`src/rtl/core/pcbv_pkg.sv`:
```
package pcbv_pkg;

   localparam int GRID_X = 256;
   localparam int GRID_Y = 256;
   localparam int GRID_Z = 8;
   localparam int NCELLS = GRID_X * GRID_Y;
   localparam int NVOX = NCELLS * GRID_Z;
   localparam int CELL_W = $clog2(NCELLS);
   localparam int VOX_W = $clog2(NVOX);
   localparam int QW = 17;

   localparam logic [1:0] MODE_INSERT = 2'd0;
   localparam logic [1:0] MODE_READ = 2'd1;
   localparam logic [1:0] MODE_CLEAR = 2'd2;

   localparam logic [2:0] CSR_MIN_X = 3'd0;
   localparam logic [2:0] CSR_MIN_Y = 3'd1;
   localparam logic [2:0] CSR_MIN_Z = 3'd2;
   localparam logic [2:0] CSR_SIZE_X = 3'd3;
   localparam logic [2:0] CSR_SIZE_Y = 3'd4;
   localparam logic [2:0] CSR_SIZE_Z = 3'd5;

   typedef enum logic [3:0] {
      ST_SWEEP, ST_IDLE, ST_DIV, ST_DIVWAIT, ST_RD, ST_RDWAIT, ST_UPD, ST_OUT, ST_CLEAR
   } state_type;

   // controller to datapath
   typedef struct packed {
      logic       latch;
      logic       sweep;
      logic       div_start;
      logic [1:0] div_axis;
      logic       div_take;
      logic       mem_rd;
      logic       mem_wr;
      logic       emit;
   } cmd_type;

   // datapath to controller
   typedef struct packed {
      logic       sweep_done;
      logic       div_done;
      logic [1:0] mode;
      logic       reject;
   } stat_type;

endpackage

```
`src/rtl/core/pcbv_ctrl.sv`:
```
module pcbv_ctrl import pcbv_pkg::*; (
   input  logic     clock,
   input  logic     reset,
   input  logic     start,
   output logic     busy,
   input  stat_type stat,
   output cmd_type  cmd
);
   state_type state_ff, state_in;
   logic [1:0] axis_ff, axis_in;

   always_ff @(posedge clock) begin
      if (reset) begin
         state_ff <= ST_SWEEP; axis_ff <= '0;
      end else begin
         state_ff <= state_in; axis_ff <= axis_in;
      end
   end

   always_comb begin
      state_in = state_ff; axis_in = axis_ff; cmd = '0; busy = 1'b1;
      cmd.div_axis = axis_ff;
      unique case (state_ff)
         ST_SWEEP: begin
            cmd.sweep = 1'b1;
            if (stat.sweep_done) state_in = ST_IDLE;
         end
         ST_CLEAR: begin
            // clear request: sweep, then answer
            cmd.sweep = 1'b1;
            if (stat.sweep_done) state_in = ST_OUT;
         end
         ST_IDLE: begin
            busy = 1'b0;
            if (start) begin
               cmd.latch = 1'b1; axis_in = 2'd0; state_in = ST_DIV;
            end
         end
         ST_DIV: begin
            priority if (stat.mode == MODE_CLEAR) state_in = ST_CLEAR;
            else if (stat.mode == MODE_READ) state_in = ST_RD;
            else if (stat.mode != MODE_INSERT) state_in = ST_OUT;
            else begin
               cmd.div_start = 1'b1; state_in = ST_DIVWAIT;
            end
         end
         ST_DIVWAIT: begin
            if (stat.div_done) begin
               cmd.div_take = 1'b1;
               if (axis_ff == 2'd2) state_in = ST_RD;
               else begin
                  axis_in = axis_ff + 2'd1; state_in = ST_DIV;
               end
            end
         end
         ST_RD: begin
            if (stat.reject) state_in = ST_OUT;
            else begin
               cmd.mem_rd = 1'b1; state_in = ST_RDWAIT;
            end
         end
         ST_RDWAIT: state_in = (stat.mode == MODE_READ) ? ST_OUT : ST_UPD;
         ST_UPD: begin
            cmd.mem_wr = 1'b1; state_in = ST_OUT;
         end
         ST_OUT: begin
            cmd.emit = 1'b1; state_in = ST_IDLE;
         end
         default: state_in = ST_SWEEP;
      endcase
   end
endmodule

```
`config.mk`:
```
export PLATFORM = sky130hd
export DESIGN_NAME = pcbv_ctrl
export DESIGN_NICKNAME = d
export VERILOG_FILES = /design/src/rtl/core/pcbv_pkg.sv /design/src/rtl/core/pcbv_ctrl.sv
export SDC_FILE = /design/constraint.sdc
export NUM_CORES = 1
export LEC_CHECK = 0
export ABC_CLOCK_PERIOD_IN_PS = 1300
export BUFFER_PORTS_ARGS = -buffer_cell sky130_fd_sc_hd__buf_2
export CAP_MARGIN = 20
export CORE_AREA = 2 2 39 41
export CTS_CLUSTER_SIZE = 8
export DETAILED_ROUTE_END_ITERATION = 7
export DIE_AREA = 0 0 41 43
export PLACE_DENSITY_LB_ADDON = 0.3
export SLEW_MARGIN = 10
export SYNTH_ARGS = -nofsm -noshare
export SYNTH_HDL_FRONTEND = slang
export SYNTH_SLANG_ARGS = --single-unit
```
`constraint.sdc`:
```
create_clock -name clock -period 1.3 [get_ports clock]
set_input_delay 0 -clock clock [delete_from_list [all_inputs] [get_ports clock]]
set_output_delay 0 -clock clock [all_outputs]
set_load 0.05 [all_outputs]
```
==> flow_summary.ini <==
[critical_path]
slowest_stage = or3b_4
worstSetupEndpointType = register
r2r_setup_slack_ns = -0.03
r2r_start = state_ff[1]$_SDFFE_PP0P_
rr_worst_depth = 4
arrival_ns = 1.48
cp_num_buf_inv = 0
critical_path_class = register to register
cpPeakStageDelay_ns = 0.38
critPathLaunch = state_ff[1]$_SDFFE_PP0P_
cp_top_family = simple AND/OR/NAND/NOR gates
cp_max_fo = 5
cp-start-kind = register
cp.depth = 4
crit_path_cell_trace = nor3_4 > mux2_4 > or3b_4 > o32ai_2
worstPathRequired_ns = 1.45

[floorplanning]
design.die.area_um2 = 1760
die_y_um = 43
core_um2 = 1380
initial_core_util_pct = 39.4
die_w_um = 41
io_pins = 18
row_count = 14

[finish]
drive_gt1_share_pct = 55.8
final_cells = 120
area_delta_synth_final_pct = 69.0
insertedDiodeCount = 0
nets = 118

[detailed_routing]
drtIter0Drc = 9
ant_nets = 0
viasPerCell = 5.25
routed_wl_um = 1500
post_drt_wl_per_cell_um = 12.5
dr_total_vias = 630
drc = 0
dr.pass1.iters = 4

[sta]
finClkSkew_ns = 0.00787
max_slew_margin_pct = 83.2
grt_setup_unrepaired = true
setup-violations-final = 2
fin_crit_ns = 1.33
fin_ws_ns = -0.0260
slew_violations = 0
totalNegativeSetupSlack_ns = -0.0465
min_period_over_period_pct = 102
final_hold_viol_count = 0
fmax_mhz = 754
tightest_slew_ns = 0.253

[status]
violations = negative setup slack
status = complete, but fails checks

[clocking]
cts_buffers = 3
cts_tree = done
cts.sinks = 6
clock_path_buffers = 2
cts_max_level = 1
clk_latency_ns = 0.25
cts-root-buf = clkbuf_4
clk_pin_slew_ns = 0.04

[synth]
synth_area_um2 = 546
synth_edf_count = 0
synth_warnings = 0
synth_largest_area_cell = dfxtp_1
synth_top_area_share_pct = 22.0
syn_inst = 70
async_reset_ff_share_pct = 0
synthFlopType = dfxtp_1
synth_fp_nets = 83
synth_seq_area_share_pct = 22.0
yosys.cell_types.count = 33
syn_avg_cell_area_um2 = 7.79
synth_area_leaders = dfxtp_1 (22%), ha_1 (11%), a21oi_1 (5.5%)
synth-seq-cells = 6

[global_routing]
overflow = 0
grt_max_degree = 13
grt_pass1_vias = 634
gr-usage-met2_pct = 36.3
met3_usage_pct = 8.90
grt_busiest_layer = met2
antenna_found_initial = 0
grt_use_total_pct = 21.2
grtUsageMet1_pct = 22.7
grt_pass1_wl_um = 2570

[place]
io_buffers = 17
place_inst = 112
dpl.hpwl_um = 1150
gp_congestion = 0.878

[power_and_ir_drop]
power.internal_uw = 899
swShare_pct = 42.8
p_per_area_nw_per_um2 = 1700
power_uw = 1570
ir_drop_mv = 1.12
power_leakage_uw = 0.000413
combPwrFrac_pct = 68.8
pwr-share-clk_pct = 12.2
p_switching_uw = 672
p_seq_share_pct = 18.9

[worst_hold_path]
min_path_type = input port to register
hp-start = stat[4]
min_path_cells = 4

[run]
cap_viol_max_count = 0
[through the flow]
stage / util [%] / setup slack [ns] / cell area [um^2] / hold WS [ns]
CTS: 63.2 / -0.0273 / 875 / 0.0713
global route: 66.6 / -0.0983 / 922 / 0.122
floorplan: - / -0.395 / 566 / 0.0594
global placement: 54.0 / -0.0807 / 747 / 0.239
detailed placement: 54.0 / -0.101 / 747 / 0.255
finish: 66.6 / -0.0260 / 922 / 0.0823
[repair_timing]
action                     CTS  global route
gates resized for setup     21            14
hold buffers                 2             0
pin swaps                    4             2
setup endpoints to repair   11            12
setup buffers                2             0
hold endpoints to repair     2             0
[final timing paths]
kind | endpoint
worst max-delay path | state_ff[1]$_SDFFE_PP0P_
worst min-delay path | state_ff[3]$_SDFFE_PP0P_
worst max register to register | state_ff[1]$_SDFFE_PP0P_
worst min register to register | axis_ff[1]$_SDFFE_PP0P_
[flip-flops by register name (all words and copies together), names as in the netlist]
signal / cells
state_ff: 4
axis_ff: 2
[worst min-delay path, delay by kind of cell]
family,cells,cell delay [ns]
AOI/OAI and AO/OA,1,0.11
buffers and inverters,1,0.09
and+or+nand+nor,2,0.09
[cell type report]
type                            count  area, um^2
Tap cell                           16        20.0
Fill cell                         125         462
Inverter                            5        18.8
Sequential cell                     6         138
Clock buffer                        4        26.3
Timing Repair Buffer               35         275
Multi-Input combinational cell     54         444
[synthesized netlist by cell type, drive strengths merged, types with 2 or more instances]
master,instances
a21oi,6
and3,4
buf,3
clkbuf,2
dfxtp,6
ha,5
inv,5
mux2,2
nand2,4
nand2b,2
nor2,7
nor3,3
nor3b,2
o21ai,2
or3,2
[layer usage]
metal | part of all wire, % | wire (um)
met1 | 39 | 586
met2 | 53 | 795
met4 | 1.1 | 16
met3 | 6.6 | 99
met5 | 0 | 0
[layout by cell type, fill, tap and decap left out, drive strengths merged]
| cell | netlist | final |
|---|---|---|
| buf | 3 | 32 |
| nor2 | 7 | 7 |
| a21oi | 6 | 6 |
| dfxtp | 6 | 6 |
| inv | 5 | 5 |
| ha | 5 | 5 |
| clkbuf | 2 | 5 |
| nand2 | 4 | 4 |
| and3 | 4 | 4 |
| nor3 | 3 | 3 |
| o21ai | 2 | 2 |
| or3 | 2 | 2 |
| nor3b | 2 | 2 |
| dlygate4sd3 | 0 | 2 |
| mux2 | 2 | 2 |
| nand2b | 2 | 2 |
| and2b | 1 | 1 |
| nand3b | 1 | 1 |
| and4b | 1 | 1 |
| nor2b | 1 | 1 |
| nor4 | 1 | 1 |
| a22oi | 1 | 1 |
| a21bo | 1 | 1 |
| a31oi | 1 | 1 |
| nand4b | 1 | 1 |
| or3b | 1 | 1 |
| a32oi | 1 | 1 |
| o21a | 1 | 1 |
| o22ai | 1 | 1 |
| o2bb2a | 1 | 1 |
| o32ai | 1 | 1 |
[power groups by stage]
stage	sequential, uW	clock, uW	combinational, uW
after floorplan	239	0	628
after global placement	277	0	863
after detailed placement	278	0	872
after CTS	288	197	1020
after global routing	307	213	1170
final	298	192	1080
[cells by family after synthesis]
group | Yosys count | synth area share [%]
adders and majority gates | 5 | 11.5
DFF | 6 | 22.0
buffers and inverters | 10 | 8.72
AOI/OAI and AO/OA | 16 | 19.3
muxes | 2 | 4.13
and+or+nand+nor | 31 | 34.4
(Power assumes the default switching activity.)
